**src/mkif_pkg.sv**
```systemverilog
package mkif_pkg;

    localparam int MIC_BLOCK_MAX_DEF = 256;
    localparam int QUEUE_DEPTH_DEF   = 4;

    localparam int CFG_IDX_W  = 3;
    localparam int CFG_DATA_W = 16;

    localparam logic [CFG_IDX_W-1:0] CFG_LONG_PRESS = 3'd0;
    localparam logic [CFG_IDX_W-1:0] CFG_SOUND_THR  = 3'd1;
    localparam logic [CFG_IDX_W-1:0] CFG_DOT_MAX    = 3'd2;
    localparam logic [CFG_IDX_W-1:0] CFG_TILT_MAIN  = 3'd3;
    localparam logic [CFG_IDX_W-1:0] CFG_TILT_OTHER = 3'd4;

    localparam logic [15:0] LONG_PRESS_RST = 16'd800;
    localparam logic [15:0] SOUND_THR_RST  = 16'd8000;
    localparam logic [15:0] DOT_MAX_RST    = 16'd250;
    localparam logic [14:0] TILT_MAIN_RST  = 15'd2458;
    localparam logic [14:0] TILT_OTHER_RST = 15'd2048;

    localparam logic FUNC_POLL   = 1'b0;
    localparam logic FUNC_SAMPLE = 1'b1;

    localparam logic [6:0] SYM_DOT     = 7'd46;
    localparam logic [6:0] SYM_DASH    = 7'd45;
    localparam logic [6:0] SYM_SPACE   = 7'd32;
    localparam logic [6:0] SYM_NEWLINE = 7'd10;

    // result slots of one poll word, emitted lowest first
    localparam int SLOT_SPACE0  = 0;
    localparam int SLOT_SPACE1  = 1;
    localparam int SLOT_NEWLINE = 2;
    localparam int SLOT_ACTION  = 3;
    localparam int SLOT_TONE    = 4;
    localparam int NUM_SLOTS    = 5;

    typedef struct packed {
        logic        mode_long;
        logic        act_v;
        logic [6:0]  act_sym;
        logic        tone_clear;
        logic        judge;
        logic        sound_mode;
        logic [31:0] now_ms;
        logic [15:0] thr;
        logic [15:0] dot_max;
    } t_cmd;

endpackage

```
**src/mkif_fifo.sv**
```systemverilog
module mkif_fifo
    import mkif_pkg::*;
#(
    parameter int W     = 8,
    parameter int DEPTH = QUEUE_DEPTH_DEF
) (
    input  logic         i_clk,
    input  logic         i_rst_n,
    input  logic         i_push,
    input  logic [W-1:0] i_din,
    input  logic         i_pop,
    output logic [W-1:0] o_dout,
    output logic         o_empty,
    output logic         o_full
);

    localparam int AW = (DEPTH > 1) ? $clog2(DEPTH) : 1;
    localparam int CW = $clog2(DEPTH + 1);

    logic [W-1:0]  r_mem [DEPTH];
    logic [AW-1:0] r_wr, r_rd, n_wr, n_rd;
    logic [CW-1:0] r_cnt, n_cnt;
    logic          do_push, do_pop;

    assign o_empty = (r_cnt == '0);
    assign o_full  = (r_cnt == CW'(DEPTH));
    assign do_push = i_push && !o_full;
    assign do_pop  = i_pop && !o_empty;
    assign o_dout  = r_mem[r_rd];

    always_comb begin
        n_wr  = r_wr;
        n_rd  = r_rd;
        n_cnt = r_cnt;
        if (do_push) begin
            n_wr = (r_wr == AW'(DEPTH - 1)) ? '0 : r_wr + AW'(1);
        end
        if (do_pop) begin
            n_rd = (r_rd == AW'(DEPTH - 1)) ? '0 : r_rd + AW'(1);
        end
        if (do_push && !do_pop) begin
            n_cnt = r_cnt + CW'(1);
        end else if (do_pop && !do_push) begin
            n_cnt = r_cnt - CW'(1);
        end
    end

    always_ff @(posedge i_clk) begin
        if (!i_rst_n) begin
            r_wr  <= '0;
            r_rd  <= '0;
            r_cnt <= '0;
        end else begin
            r_wr  <= n_wr;
            r_rd  <= n_rd;
            r_cnt <= n_cnt;
        end
    end

    always_ff @(posedge i_clk) begin
        if (do_push) begin
            r_mem[r_wr] <= i_din;
        end
    end

endmodule

```
**src/mkif_front.sv**
```systemverilog
module mkif_front
    import mkif_pkg::*;
#(
    parameter int MIC_BLOCK_MAX = MIC_BLOCK_MAX_DEF,
    parameter int SUM_W         = $clog2(MIC_BLOCK_MAX) + 16,
    parameter int CNT_W         = $clog2(MIC_BLOCK_MAX + 1)
) (
    input  logic                  i_clk,
    input  logic                  i_rst_n,
    input  logic                  i_cfg_we,
    input  logic [CFG_IDX_W-1:0]  i_cfg_index,
    input  logic [CFG_DATA_W-1:0] i_cfg_data,
    input  logic                  i_valid,
    input  logic                  i_full,
    input  logic                  i_func,
    input  logic [31:0]           i_now_ms,
    input  logic                  i_mode_button,
    input  logic                  i_action_button,
    input  logic signed [15:0]    i_accel_x,
    input  logic signed [15:0]    i_accel_y,
    input  logic signed [15:0]    i_accel_z,
    input  logic                  i_accel_valid,
    input  logic signed [15:0]    i_mic_sample,
    input  logic                  i_mic_block_end,
    output logic                  o_push,
    output t_cmd                  o_cmd,
    output logic [SUM_W-1:0]      o_sum,
    output logic [CNT_W-1:0]      o_cnt
);

    logic [15:0] r_long, r_thr, r_dot_max;
    logic [14:0] r_tmain, r_tother;

    logic        r_sound, r_mb_prev, r_ab_prev, r_block_ready;
    logic [31:0] r_mode_press, r_act_press;
    logic [SUM_W-1:0] r_run_sum, r_rdy_sum;
    logic [CNT_W-1:0] r_run_cnt, r_rdy_cnt;

    logic        accept, poll, smp;
    logic        mode_fall, mode_long, mode_short, act_fall, act_long, act_short;
    logic [31:0] mode_dur, act_dur;
    logic        n_sound, tone_clear, judge, act_v, flat, side;
    logic [6:0]  act_sym;
    logic signed [16:0] ax, ay, az, abs_x, abs_y, abs_z, lim_m, lim_o;
    logic signed [16:0] mic_ext, mic_abs;
    logic [SUM_W-1:0] sum_inc;
    logic [CNT_W-1:0] cnt_inc;
    logic        blk_end;

    assign accept = i_valid && !i_full;
    assign poll   = accept && (i_func == FUNC_POLL);
    assign smp    = accept && (i_func == FUNC_SAMPLE);

    always_comb begin
        mode_fall  = !i_mode_button && r_mb_prev;
        mode_dur   = i_now_ms - r_mode_press;
        mode_long  = mode_fall && (mode_dur >= {16'd0, r_long});
        mode_short = mode_fall && !mode_long;
        n_sound    = mode_short ? !r_sound : r_sound;
        tone_clear = mode_short && r_sound;

        act_fall  = !i_action_button && r_ab_prev;
        act_dur   = i_now_ms - r_act_press;
        act_long  = act_fall && (act_dur >= {16'd0, r_long});
        act_short = act_fall && !act_long;

        ax    = {i_accel_x[15], i_accel_x};
        ay    = {i_accel_y[15], i_accel_y};
        az    = {i_accel_z[15], i_accel_z};
        abs_x = (ax < 0) ? -ax : ax;
        abs_y = (ay < 0) ? -ay : ay;
        abs_z = (az < 0) ? -az : az;
        lim_m = {2'b00, r_tmain};
        lim_o = {2'b00, r_tother};
        flat  = (az < -lim_m) && (abs_x < lim_o) && (abs_y < lim_o);
        side  = (ax > lim_m) && (abs_y < lim_o) && (abs_z < lim_o);

        act_v   = act_long || (act_short && !n_sound && i_accel_valid && (flat || side));
        act_sym = act_long ? SYM_SPACE : (flat ? SYM_DOT : SYM_DASH);
        judge   = n_sound && r_block_ready;

        mic_ext = {i_mic_sample[15], i_mic_sample};
        mic_abs = (mic_ext < 0) ? -mic_ext : mic_ext;
        sum_inc = r_run_sum + SUM_W'(mic_abs[15:0]);
        cnt_inc = r_run_cnt + CNT_W'(1);
        blk_end = i_mic_block_end || (cnt_inc >= CNT_W'(MIC_BLOCK_MAX));
    end

    assign o_push = poll && (mode_long || act_v || tone_clear || judge);
    assign o_sum  = r_rdy_sum;
    assign o_cnt  = r_rdy_cnt;

    always_comb begin
        o_cmd            = '0;
        o_cmd.mode_long  = mode_long;
        o_cmd.act_v      = act_v;
        o_cmd.act_sym    = act_sym;
        o_cmd.tone_clear = tone_clear;
        o_cmd.judge      = judge;
        o_cmd.sound_mode = n_sound;
        o_cmd.now_ms     = i_now_ms;
        o_cmd.thr        = r_thr;
        o_cmd.dot_max    = r_dot_max;
    end

    always_ff @(posedge i_clk) begin
        if (!i_rst_n) begin
            r_long        <= LONG_PRESS_RST;
            r_thr         <= SOUND_THR_RST;
            r_dot_max     <= DOT_MAX_RST;
            r_tmain       <= TILT_MAIN_RST;
            r_tother      <= TILT_OTHER_RST;
            r_sound       <= 1'b0;
            r_mb_prev     <= 1'b0;
            r_ab_prev     <= 1'b0;
            r_block_ready <= 1'b0;
            r_mode_press  <= '0;
            r_act_press   <= '0;
            r_run_sum     <= '0;
            r_run_cnt     <= '0;
        end else begin
            if (i_cfg_we) begin
                unique case (i_cfg_index)
                    CFG_LONG_PRESS: r_long    <= i_cfg_data;
                    CFG_SOUND_THR:  r_thr     <= i_cfg_data;
                    CFG_DOT_MAX:    r_dot_max <= i_cfg_data;
                    CFG_TILT_MAIN:  r_tmain   <= i_cfg_data[14:0];
                    CFG_TILT_OTHER: r_tother  <= i_cfg_data[14:0];
                    default: ;
                endcase
            end
            if (poll) begin
                r_sound   <= n_sound;
                r_mb_prev <= i_mode_button;
                r_ab_prev <= i_action_button;
                if (i_mode_button && !r_mb_prev) begin
                    r_mode_press <= i_now_ms;
                end
                if (i_action_button && !r_ab_prev) begin
                    r_act_press <= i_now_ms;
                end
                if (judge) begin
                    r_block_ready <= 1'b0;
                end
            end
            if (smp) begin
                // close the block: a pending one not yet judged is replaced
                if (blk_end) begin
                    r_run_sum     <= '0;
                    r_run_cnt     <= '0;
                    r_block_ready <= 1'b1;
                end else begin
                    r_run_sum <= sum_inc;
                    r_run_cnt <= cnt_inc;
                end
            end
        end
    end

    always_ff @(posedge i_clk) begin
        if (smp && blk_end) begin
            r_rdy_sum <= sum_inc;
            r_rdy_cnt <= cnt_inc;
        end
    end

endmodule

```
**src/mkif_back.sv**
```systemverilog
module mkif_back
    import mkif_pkg::*;
#(
    parameter int SUM_W = 24,
    parameter int CNT_W = 9
) (
    input  logic             i_clk,
    input  logic             i_rst_n,
    input  logic             i_q_valid,
    input  t_cmd             i_cmd,
    input  logic [SUM_W-1:0] i_sum,
    input  logic [CNT_W-1:0] i_cnt,
    output logic             o_pop,
    output logic             o_valid,
    input  logic             i_stall,
    output logic [6:0]       o_symbol,
    output logic             o_message_end,
    output logic             o_sound_mode,
    output logic             o_last
);

    localparam int PROD_W = 17 + CNT_W;

    // stage 1: threshold plus one times block length
    logic              r_s1_v;
    t_cmd              r_s1_cmd;
    logic [SUM_W-1:0]  r_s1_sum;
    logic [PROD_W-1:0] r_s1_prod;

    // stage 2: result slots still to deliver
    logic                 r_s2_v;
    logic [NUM_SLOTS-1:0] r_mask, new_mask;
    logic [6:0]           r_act_sym, r_tone_sym, tone_sym;
    logic                 r_s2_mode;

    logic        r_tone_active, n_tone_active;
    logic [31:0] r_tone_start, tone_dur;

    logic        out_acc, s2_free, s1_adv, s1_load;
    logic        tone, active_pre, tone_emit, tone_begin;
    logic [16:0] thr_p1;
    logic [PROD_W-1:0] prod;

    assign out_acc = r_s2_v && !i_stall;
    assign o_last  = ((r_mask & (r_mask - NUM_SLOTS'(1))) == '0);
    assign s2_free = !r_s2_v || (out_acc && o_last);
    assign s1_adv  = r_s1_v && s2_free;
    assign s1_load = !r_s1_v || s1_adv;
    assign o_pop   = s1_load && i_q_valid;

    assign thr_p1 = {1'b0, i_cmd.thr} + 17'd1;
    assign prod   = PROD_W'(thr_p1) * PROD_W'(i_cnt);

    // floor(sum / count) > thr is the same as sum >= (thr + 1) * count
    always_comb begin
        tone          = (PROD_W'(r_s1_sum) >= r_s1_prod);
        active_pre    = r_s1_cmd.tone_clear ? 1'b0 : r_tone_active;
        tone_emit     = r_s1_cmd.judge && active_pre && !tone;
        tone_begin    = r_s1_cmd.judge && !active_pre && tone;
        n_tone_active = r_s1_cmd.judge ? tone : active_pre;
        tone_dur      = r_s1_cmd.now_ms - r_tone_start;
        tone_sym      = (tone_dur <= {16'd0, r_s1_cmd.dot_max}) ? SYM_DOT : SYM_DASH;
        new_mask                = '0;
        new_mask[SLOT_SPACE0]  = r_s1_cmd.mode_long;
        new_mask[SLOT_SPACE1]  = r_s1_cmd.mode_long;
        new_mask[SLOT_NEWLINE] = r_s1_cmd.mode_long;
        new_mask[SLOT_ACTION]  = r_s1_cmd.act_v;
        new_mask[SLOT_TONE]    = tone_emit;
    end

    always_comb begin
        o_message_end = 1'b0;
        if (r_mask[SLOT_SPACE0] || r_mask[SLOT_SPACE1]) begin
            o_symbol = SYM_SPACE;
        end else if (r_mask[SLOT_NEWLINE]) begin
            o_symbol      = SYM_NEWLINE;
            o_message_end = 1'b1;
        end else if (r_mask[SLOT_ACTION]) begin
            o_symbol = r_act_sym;
        end else begin
            o_symbol = r_tone_sym;
        end
    end

    assign o_valid      = r_s2_v;
    assign o_sound_mode = r_s2_mode;

    always_ff @(posedge i_clk) begin
        if (!i_rst_n) begin
            r_s1_v        <= 1'b0;
            r_s2_v        <= 1'b0;
            r_mask        <= '0;
            r_tone_active <= 1'b0;
        end else begin
            if (s1_load) begin
                r_s1_v <= i_q_valid;
            end
            if (s1_adv) begin
                r_tone_active <= n_tone_active;
            end
            if (s2_free) begin
                r_s2_v <= s1_adv && (new_mask != '0);
                r_mask <= s1_adv ? new_mask : '0;
            end else if (out_acc) begin
                // drop the slot just delivered
                r_mask <= r_mask & (r_mask - NUM_SLOTS'(1));
            end
        end
    end

    always_ff @(posedge i_clk) begin
        if (o_pop) begin
            r_s1_cmd  <= i_cmd;
            r_s1_sum  <= i_sum;
            r_s1_prod <= prod;
        end
        if (s1_adv && tone_begin) begin
            r_tone_start <= r_s1_cmd.now_ms;
        end
        if (s2_free) begin
            r_act_sym  <= r_s1_cmd.act_sym;
            r_tone_sym <= tone_sym;
            r_s2_mode  <= r_s1_cmd.sound_mode;
        end
    end

endmodule

```
**src/morse_key_input_frontend.sv**
```systemverilog
// Morse key input front end.
// Input channel (i_valid / o_stall): one word per cycle while o_stall is low,
// either a poll tick (i_func 0: time, button levels, accelerometer) or a
// microphone sample (i_func 1). A word is taken at a clock edge with i_valid
// high and o_stall low. Output channel (o_valid / i_stall): one symbol per
// cycle while i_stall is low, with message_end, the mode after the poll and a
// last flag on the final symbol of that poll. Configuration: i_cfg_we writes
// i_cfg_data to register i_cfg_index at once. A poll passes through the
// queue and then the two output stages before its first symbol appears.
// One word is taken per cycle while o_stall is low; samples never produce
// symbols, but like polls they wait while the queue is full. A poll yields up
// to five symbols, delivered one per cycle by the output stage while i_stall
// is low; the queue (QUEUE_DEPTH words, 4 by default) between the classifier
// and the output stage absorbs this, and o_stall rises only when it is full.
// Reset clears mode, button history, tone tracking, the microphone block and
// all pipeline valids; registers return to their default values.
// While i_stall is high the shown symbol holds and queued polls wait.
module morse_key_input_frontend
    import mkif_pkg::*;
#(
    parameter int MIC_BLOCK_MAX = MIC_BLOCK_MAX_DEF,
    parameter int QUEUE_DEPTH   = QUEUE_DEPTH_DEF
) (
    input  logic                  i_clk,
    input  logic                  i_rst_n,
    input  logic                  i_cfg_we,
    input  logic [CFG_IDX_W-1:0]  i_cfg_index,
    input  logic [CFG_DATA_W-1:0] i_cfg_data,
    input  logic                  i_valid,
    output logic                  o_stall,
    input  logic                  i_func,
    input  logic [31:0]           i_now_ms,
    input  logic                  i_mode_button,
    input  logic                  i_action_button,
    input  logic signed [15:0]    i_accel_x,
    input  logic signed [15:0]    i_accel_y,
    input  logic signed [15:0]    i_accel_z,
    input  logic                  i_accel_valid,
    input  logic signed [15:0]    i_mic_sample,
    input  logic                  i_mic_block_end,
    output logic                  o_valid,
    input  logic                  i_stall,
    output logic [6:0]            o_symbol,
    output logic                  o_message_end,
    output logic                  o_sound_mode,
    output logic                  o_last
);

    localparam int SUM_W = $clog2(MIC_BLOCK_MAX) + 16;
    localparam int CNT_W = $clog2(MIC_BLOCK_MAX + 1);
    localparam int Q_W   = $bits(t_cmd) + SUM_W + CNT_W;

    logic             w_push, w_pop, w_empty, w_full;
    t_cmd             w_cmd, w_q_cmd;
    logic [SUM_W-1:0] w_sum, w_q_sum;
    logic [CNT_W-1:0] w_cnt, w_q_cnt;
    logic [Q_W-1:0]   w_q_out;

    assign o_stall = w_full;

    mkif_front #(
        .MIC_BLOCK_MAX(MIC_BLOCK_MAX),
        .SUM_W        (SUM_W),
        .CNT_W        (CNT_W)
    ) u_front (
        .i_clk          (i_clk),
        .i_rst_n        (i_rst_n),
        .i_cfg_we       (i_cfg_we),
        .i_cfg_index    (i_cfg_index),
        .i_cfg_data     (i_cfg_data),
        .i_valid        (i_valid),
        .i_full         (w_full),
        .i_func         (i_func),
        .i_now_ms       (i_now_ms),
        .i_mode_button  (i_mode_button),
        .i_action_button(i_action_button),
        .i_accel_x      (i_accel_x),
        .i_accel_y      (i_accel_y),
        .i_accel_z      (i_accel_z),
        .i_accel_valid  (i_accel_valid),
        .i_mic_sample   (i_mic_sample),
        .i_mic_block_end(i_mic_block_end),
        .o_push         (w_push),
        .o_cmd          (w_cmd),
        .o_sum          (w_sum),
        .o_cnt          (w_cnt)
    );

    mkif_fifo #(
        .W    (Q_W),
        .DEPTH(QUEUE_DEPTH)
    ) u_queue (
        .i_clk  (i_clk),
        .i_rst_n(i_rst_n),
        .i_push (w_push),
        .i_din  ({w_cmd, w_sum, w_cnt}),
        .i_pop  (w_pop),
        .o_dout (w_q_out),
        .o_empty(w_empty),
        .o_full (w_full)
    );

    assign {w_q_cmd, w_q_sum, w_q_cnt} = w_q_out;

    mkif_back #(
        .SUM_W(SUM_W),
        .CNT_W(CNT_W)
    ) u_back (
        .i_clk        (i_clk),
        .i_rst_n      (i_rst_n),
        .i_q_valid    (!w_empty),
        .i_cmd        (w_q_cmd),
        .i_sum        (w_q_sum),
        .i_cnt        (w_q_cnt),
        .o_pop        (w_pop),
        .o_valid      (o_valid),
        .i_stall      (i_stall),
        .o_symbol     (o_symbol),
        .o_message_end(o_message_end),
        .o_sound_mode (o_sound_mode),
        .o_last       (o_last)
    );

endmodule

```
**config.mk**
```make
export PLATFORM = sky130hd
export DESIGN_NAME = morse_key_input_frontend
export DESIGN_NICKNAME = d
export VERILOG_FILES = /design/src/mkif_pkg.sv /design/src/mkif_fifo.sv /design/src/mkif_front.sv /design/src/mkif_back.sv /design/src/morse_key_input_frontend.sv
export SDC_FILE = /design/constraint.sdc
export NUM_CORES = 2
export LEC_CHECK = 0
export ABC_AREA = 1
export BUFFER_PORTS_ARGS = -buffer_cell sky130_fd_sc_hd__buf_2
export CAP_MARGIN = 20
export CORE_ASPECT_RATIO = 1.5
export CORE_MARGIN = 2
export CORE_UTILIZATION = 24
export DETAILED_ROUTE_END_ITERATION = 8
export SYNTH_ARGS = -nofsm -noshare
export SYNTH_HDL_FRONTEND = slang
export SYNTH_SLANG_ARGS = --single-unit
export TNS_END_PERCENT = 5
```
**constraint.sdc**
```tcl
create_clock -name i_clk -period 11.8 [get_ports i_clk]
set_input_delay 0.59 -clock i_clk [delete_from_list [all_inputs] [get_ports i_clk]]
set_output_delay 0.59 -clock i_clk [all_outputs]
set_load 0.02 [all_outputs]
```
# Word level (Yosys, flattened, before mapping)
# Memory sizes are Yosys's and may differ from the RTL's. A register that Yosys moved wholly into a read port is not among the register bits.
# Index checks and enable logic that the tools add are counted.
# word_totals
regBits,384
ram_bits,436
input_bits,125
output_inout_bits,12
word_cells,184
mem_count,1
# memory_table
name,words,word_bits,rd,rd_ports_with_merged_regs,write_ports,line,text
u_queue.r_mem,4,109,1,1,1,mkif_fifo.sv:20,logic [W-1:0] r_mem [DEPTH];
# op_classes
addsub,16
multipliers,1
order_cmp,14
n_eq_ne,7
mux,32
bitwise_logic,2
reduce_logical,75
# op_table
operator,n
32-bit subtractor,3
32-bit by 16-bit greater-or-equal comparator with 1-bit output,2
16-bit by 1-bit < comparator with 1-bit output (second input constant),4
17-bit by 16-bit < comparator with 1-bit output,3
17-bit two-way mux,3
16-bit negation with 17-bit output,3
1-bit logical AND,36
32-bit by 16-bit less-or-equal comparator with 1-bit output,1
7-bit two-way mux,4
24-bit by 26-bit greater-or-equal comparator with 1-bit output,1
17-bit by 9-bit multiplier with 26-bit output,1
24-bit by 16-bit adder with 24-bit output,1
24-bit two-way mux,1
16-bit by 1-bit adder with 17-bit output (second input constant),1
1-bit logical NOT,17
16-bit by 17-bit < comparator with 1-bit output,1
15-bit negation with 17-bit output,1
16-bit greater-than comparator,1
16-bit two-way mux,1
16-bit negation,1
5-bit two-way mux,3
2-bit AND reduction,7
2-bit two-way mux,6
1-bit two-way mux,11
19 further kinds,34

# Depth between registers and ports, before layout
# depth
word_depth,20
ltp_mapped,38
ltp_nobuf,38

# Hierarchy
# From an unflattened synthesis, not the netlist that was laid out.
# hier_totals
cells_unflattened,5510
area_unflattened_um2,48103.6
# by_module_without_submodules
module,n_inst,cells_per_inst,area_per_inst_um2,seq_area_each_um2
mkif_front,1,2683,17483.0,4574.4
mkif_fifo,1,1126,16590.9,13272.7
mkif_back,1,1700,14026.0,4724.5
morse_key_input_frontend,1,1,3.8,0.0

# Worst setup path before layout
# Ideal clock, no wire load.
# synth_path
path_kind,in2reg
from,in i_now_ms[0]
to,"mem u_queue.r_mem[0][0] in the netlist's numbering, enable pin"
setup_time_ns,0.570
t_arrival_ns,8.344
required_time_ns,11.230
path_slack_ns,2.886
cell_stages,29
path_buffers,0
path_cell_list,inv_1 ha_1 fa_1 nand3b_1 nand2_1 nand2_1 nand2_1 nand3_1 nand2_1 xor2_1 ha_1 nand2_1 nor2_1 a211oi_1 nand3_1 nor2_1 nand4_1 nor2_1 nand2_1 nor3_1 ha_1 nand3b_1 nor2_1 nand3_1 nand2_2 nor2_2 nand2_1 nand2_2 nor2_1
# synth_between
elab_chain_cells,18
elab_cells_between_ends,25
classes_between,2 x add/sub; 2 x order compare; 3 x mux; 18 x reduce/logical
# synth_lines
element,line,text
from (decl),morse_key_input_frontend.sv:32,"input logic [31:0] i_now_ms,"
32-bit subtractor,mkif_front.sv:56,mode_dur = i_now_ms - r_mode_press;
32-bit by 16-bit greater-or-equal comparator with 1-bit output,mkif_front.sv:57,"mode_long = mode_fall && (mode_dur >= {16'd0, r_long});"
1-bit logical AND,mkif_front.sv:57,
1-bit logical NOT,mkif_front.sv:58,mode_short = mode_fall && !mode_long;
1-bit logical AND,mkif_front.sv:58,
1-bit two-way mux,mkif_front.sv:59,n_sound = mode_short ? !r_sound : r_sound;
via u_front.n_sound,mkif_front.sv:42,"logic n_sound, tone_clear, judge, act_v, flat, side;"
1-bit logical NOT,mkif_front.sv:78,act_v = act_long || (act_short && !n_sound && i_accel_valid && (flat || side));
1-bit logical AND (3 in a row),mkif_front.sv:78,
1-bit logical OR,mkif_front.sv:78,
via u_front.act_v,mkif_front.sv:42,
1-bit logical OR (3 in a row),mkif_front.sv:89,assign o_push = poll && (mode_long || act_v || tone_clear || judge);
1-bit logical AND,mkif_front.sv:89,
1-bit logical AND,mkif_fifo.sv:27,assign do_push = i_push && !o_full;
1-bit two-way mux,mkif_fifo.sv:61,if (do_push) begin
1-bit two-way mux (implied by the code),mkif_fifo.sv:62,r_mem[r_wr] <= i_din;
to (decl),mkif_fifo.sv:20,
# The timed path passes the listed nets, and every way through them passes these cells.

==> flow_summary.toml <==
[floorplanning]
fp.dieW_um = 358
start_util_pct = 24.1
die_h_um = 536
dieArea_um2 = 192000
fp.coreArea_um2 = 188000
rows = 195
num_io_pins = 137

[logic_synthesis]
async_flop_share_pct = 0
synth.distinct_cells = 61
seq_area_frac_synth_pct = 48.3
synth-edff-count = 597
synthAdderAreaFrac_pct = 13.6
synth_top_family_by_area = "simple AND/OR/NAND/NOR gates"
ys_warn_count = 0
synth-xor-area-share_pct = 3.35
synthMuxAreaShare_pct = 0
synth_seq_cells = 793
avgSynthCellArea_um2 = 9.10
syn_area_um2 = 45200
synth-compound-area-share_pct = 11.3
synthCells = 4972
synth_simple_gate_area_share_pct = 16.7
synth_ff_type = "edfxtp_1"

[grt]
grt_overflow = 0
grt_start_max_net_pins = 185
grt_pass1_vias = 34900
grt_util_all_layers_pct = 12.8
antenna_found_initial = 15
grt_pass1_wl_mm = 192

[run_status]
outcome = "finished clean"

[clock_tree]
h-tree-depth = 3
cts_buffer_depth = 3
cts_tree = "done"
postCtsSetupRepairBufs = 0
cts_inserted_buffers = 80
clkTransAtPathRegs_ns = 0.06
clk_latency_ns = 0.67
hold_buffers = 0
cts.sinks = 793
root_buffer = "clkbuf_16"
cts_resized = 0

[timing]
final.setup.worst_slack_ns = 4.66
fin_crit_sh_pct = 60.5
final.setup_skew_ns = 0.0555
fmax_ghz = 0.140
timing.slew.headroom_pct = 20.5
finalHoldViolations = 0
grt_setup_unrepaired = "no"
drv_slew = 0
tightest_slew_ns = 1.18
tns_ns = 0
post-route-min-period_ns = 7.14
setup_viol = 0

[setup_path]
worst_setup_path_start_kind = "flip-flop"
reg2reg_slack_ns = 4.66
crit_type = "flip-flop to flip-flop"
end_kind = "flip-flop"
arrival_ns = 7.55
required_ns = 12.22
crit_fanout = 76

[run]
drv_cap = 0

[final_layout]
nets = 5640
drive_gt1_share_pct = 7.12
layout-area-overhead-vs-synth_pct = 13.8
fillers = 19700
instances_no_fill = 7627
final_cell_mix = "nand2_1 (971), inv_1 (646), edfxtp_1 (597), nor2_1 (570), o21ai_0 (386)"
final_common_cell = "nand2_1"

[placed_design]
port_buffers = 134
dp_hpwl_mm = 92.5
gp_congestion = 0.949
place_inst = 7468
dpl_worst_slack_ns = 4.55

[routing]
ant_nets = 0
wl_per_cell_um = 16.2
drc = 0
vias_per_cell = 4.51
drt_wl_total_mm = 124
drtPass1Iterations = 5
vias = 34400
drt_iter0_drc = 2075

[hold_path]
hp-class = "input port to flip-flop"
-- synth_stat cells (all sizes together) (106+ instances only) --
| cell | number | area share, % |
|---|---|---|
| o21ai | 390 | 4.3 |
| nand2 | 982 | 8.2 |
| a21oi | 354 | 3.9 |
| ha | 314 | 8.7 |
| fa | 111 | 4.9 |
| dfxtp | 196 | 8.7 |
| clkbuf | 106 | 0.88 |
| edfxtp | 597 | 40 |
| xor2 | 118 | 2.3 |
| inv | 656 | 5.4 |
| nor2 | 590 | 5.0 |
| nand3 | 137 | 1.5 |
-- area by class of cell --
| cell class | count | area [um^2] | area share [%] |
|---|---|---|---|
| diodes | 7 | 17.5 | 0.0340 |
| clock buffers | 103 | 2140 | 4.16 |
| clock inverters | 47 | 527 | 1.02 |
| inverters | 658 | 2480 | 4.82 |
| multi-input cells | 3389 | 20400 | 39.7 |
| flip-flops and latches | 793 | 21900 | 42.5 |
| well taps | 2462 | 3080 | 5.99 |
| repair buffers | 168 | 951 | 1.85 |
-- flip-flops by register name (all words and copies together), names as in the netlist, 5 cells and up, named ones only --
signal,cells
u_front.r_thr,16
u_front.o_cnt,9
u_back.r_s1_cmd,54
u_back.r_mask,5
u_back.r_tone_start,32
u_front.r_run_cnt,9
u_front.r_tmain,15
u_front.r_dot_max,16
u_front.r_long,16
u_front.r_act_press,32
u_back.r_s1_sum,24
u_front.o_sum,24
u_front.r_tother,15
u_back.r_s1_prod,26
u_front.r_run_sum,24
u_queue.r_mem,420
u_front.r_mode_press,32
-- stage by stage --
stage          utilization (%)  area, um^2  hold WS, ns
6_report                  27.4       51400        0.195
5_1_grt                   27.4       51400        0.188
4_1_cts                   27.4       51400        0.149
3_5_place_dp              26.0       48700        0.425
3_3_place_gp              26.0       48700        0.416
2_1_floorplan                -       45200        0.400
-- final timing paths --
path / start / end / depth (start not counted)
max: flip-flop / u_back.r_s1_prod[22] / 25
min: i_now_ms[0] / u_queue.r_mem[0][65] / 1
max reg2reg: flip-flop / u_back.r_s1_prod[22] / 25
min reg2reg: u_back.r_s1_cmd[64] / u_back.o_sound_mode / 0
-- layer usage --
metal | global-route usage, % | share of wire (%) | up-vias
met1 | 13.4 | 37 | 16400
met4 | 7.20 | 5.7 | 14
li1 | - | - | 16900
met3 | 1.72 | 4.4 | 292
met2 | 24.2 | 53 | 778
met5 | 0 | 0.069 | -
-- critical path, stage by stage, from the launching register on --
cell and delay [ns]:
dfxtp_4 0.45, inv_6 0.35, buf_4 0.68, or2_2 0.23, a32oi_1 0.09, buf_4 0.18, inv_1 0.42, nand2_1 0.15
fa_1 0.47, fa_1 0.54, fa_1 0.44, fa_1 0.54, inv_1 0.04, ha_1 0.36, nand2_1 0.08, o21ai_2 0.19
a21boi_0 0.16, o21ai_0 0.31, a21boi_1 0.14, o21ai_0 0.29, nand2_1 0.12, o21bai_1 0.21, nand2_1 0.08, nand2_1 0.06
a21oi_1 0.07, xor2_1 0.14
-- cell families (layout without fill, tap and decap cells) --
group,Yosys count,count (layout)
xor gates and xnor gates,173,173
buffers and inverters,791,976
DFF,793,793
and+or+nand+nor,1853,1853
AOI/OAI and AO/OA,936,936
adders and majority gates,425,425
other,1,9
Power is left out: the tool's default activity adds up to more than one toggle a clock period on the data nets, which glitch-free logic cannot reach.
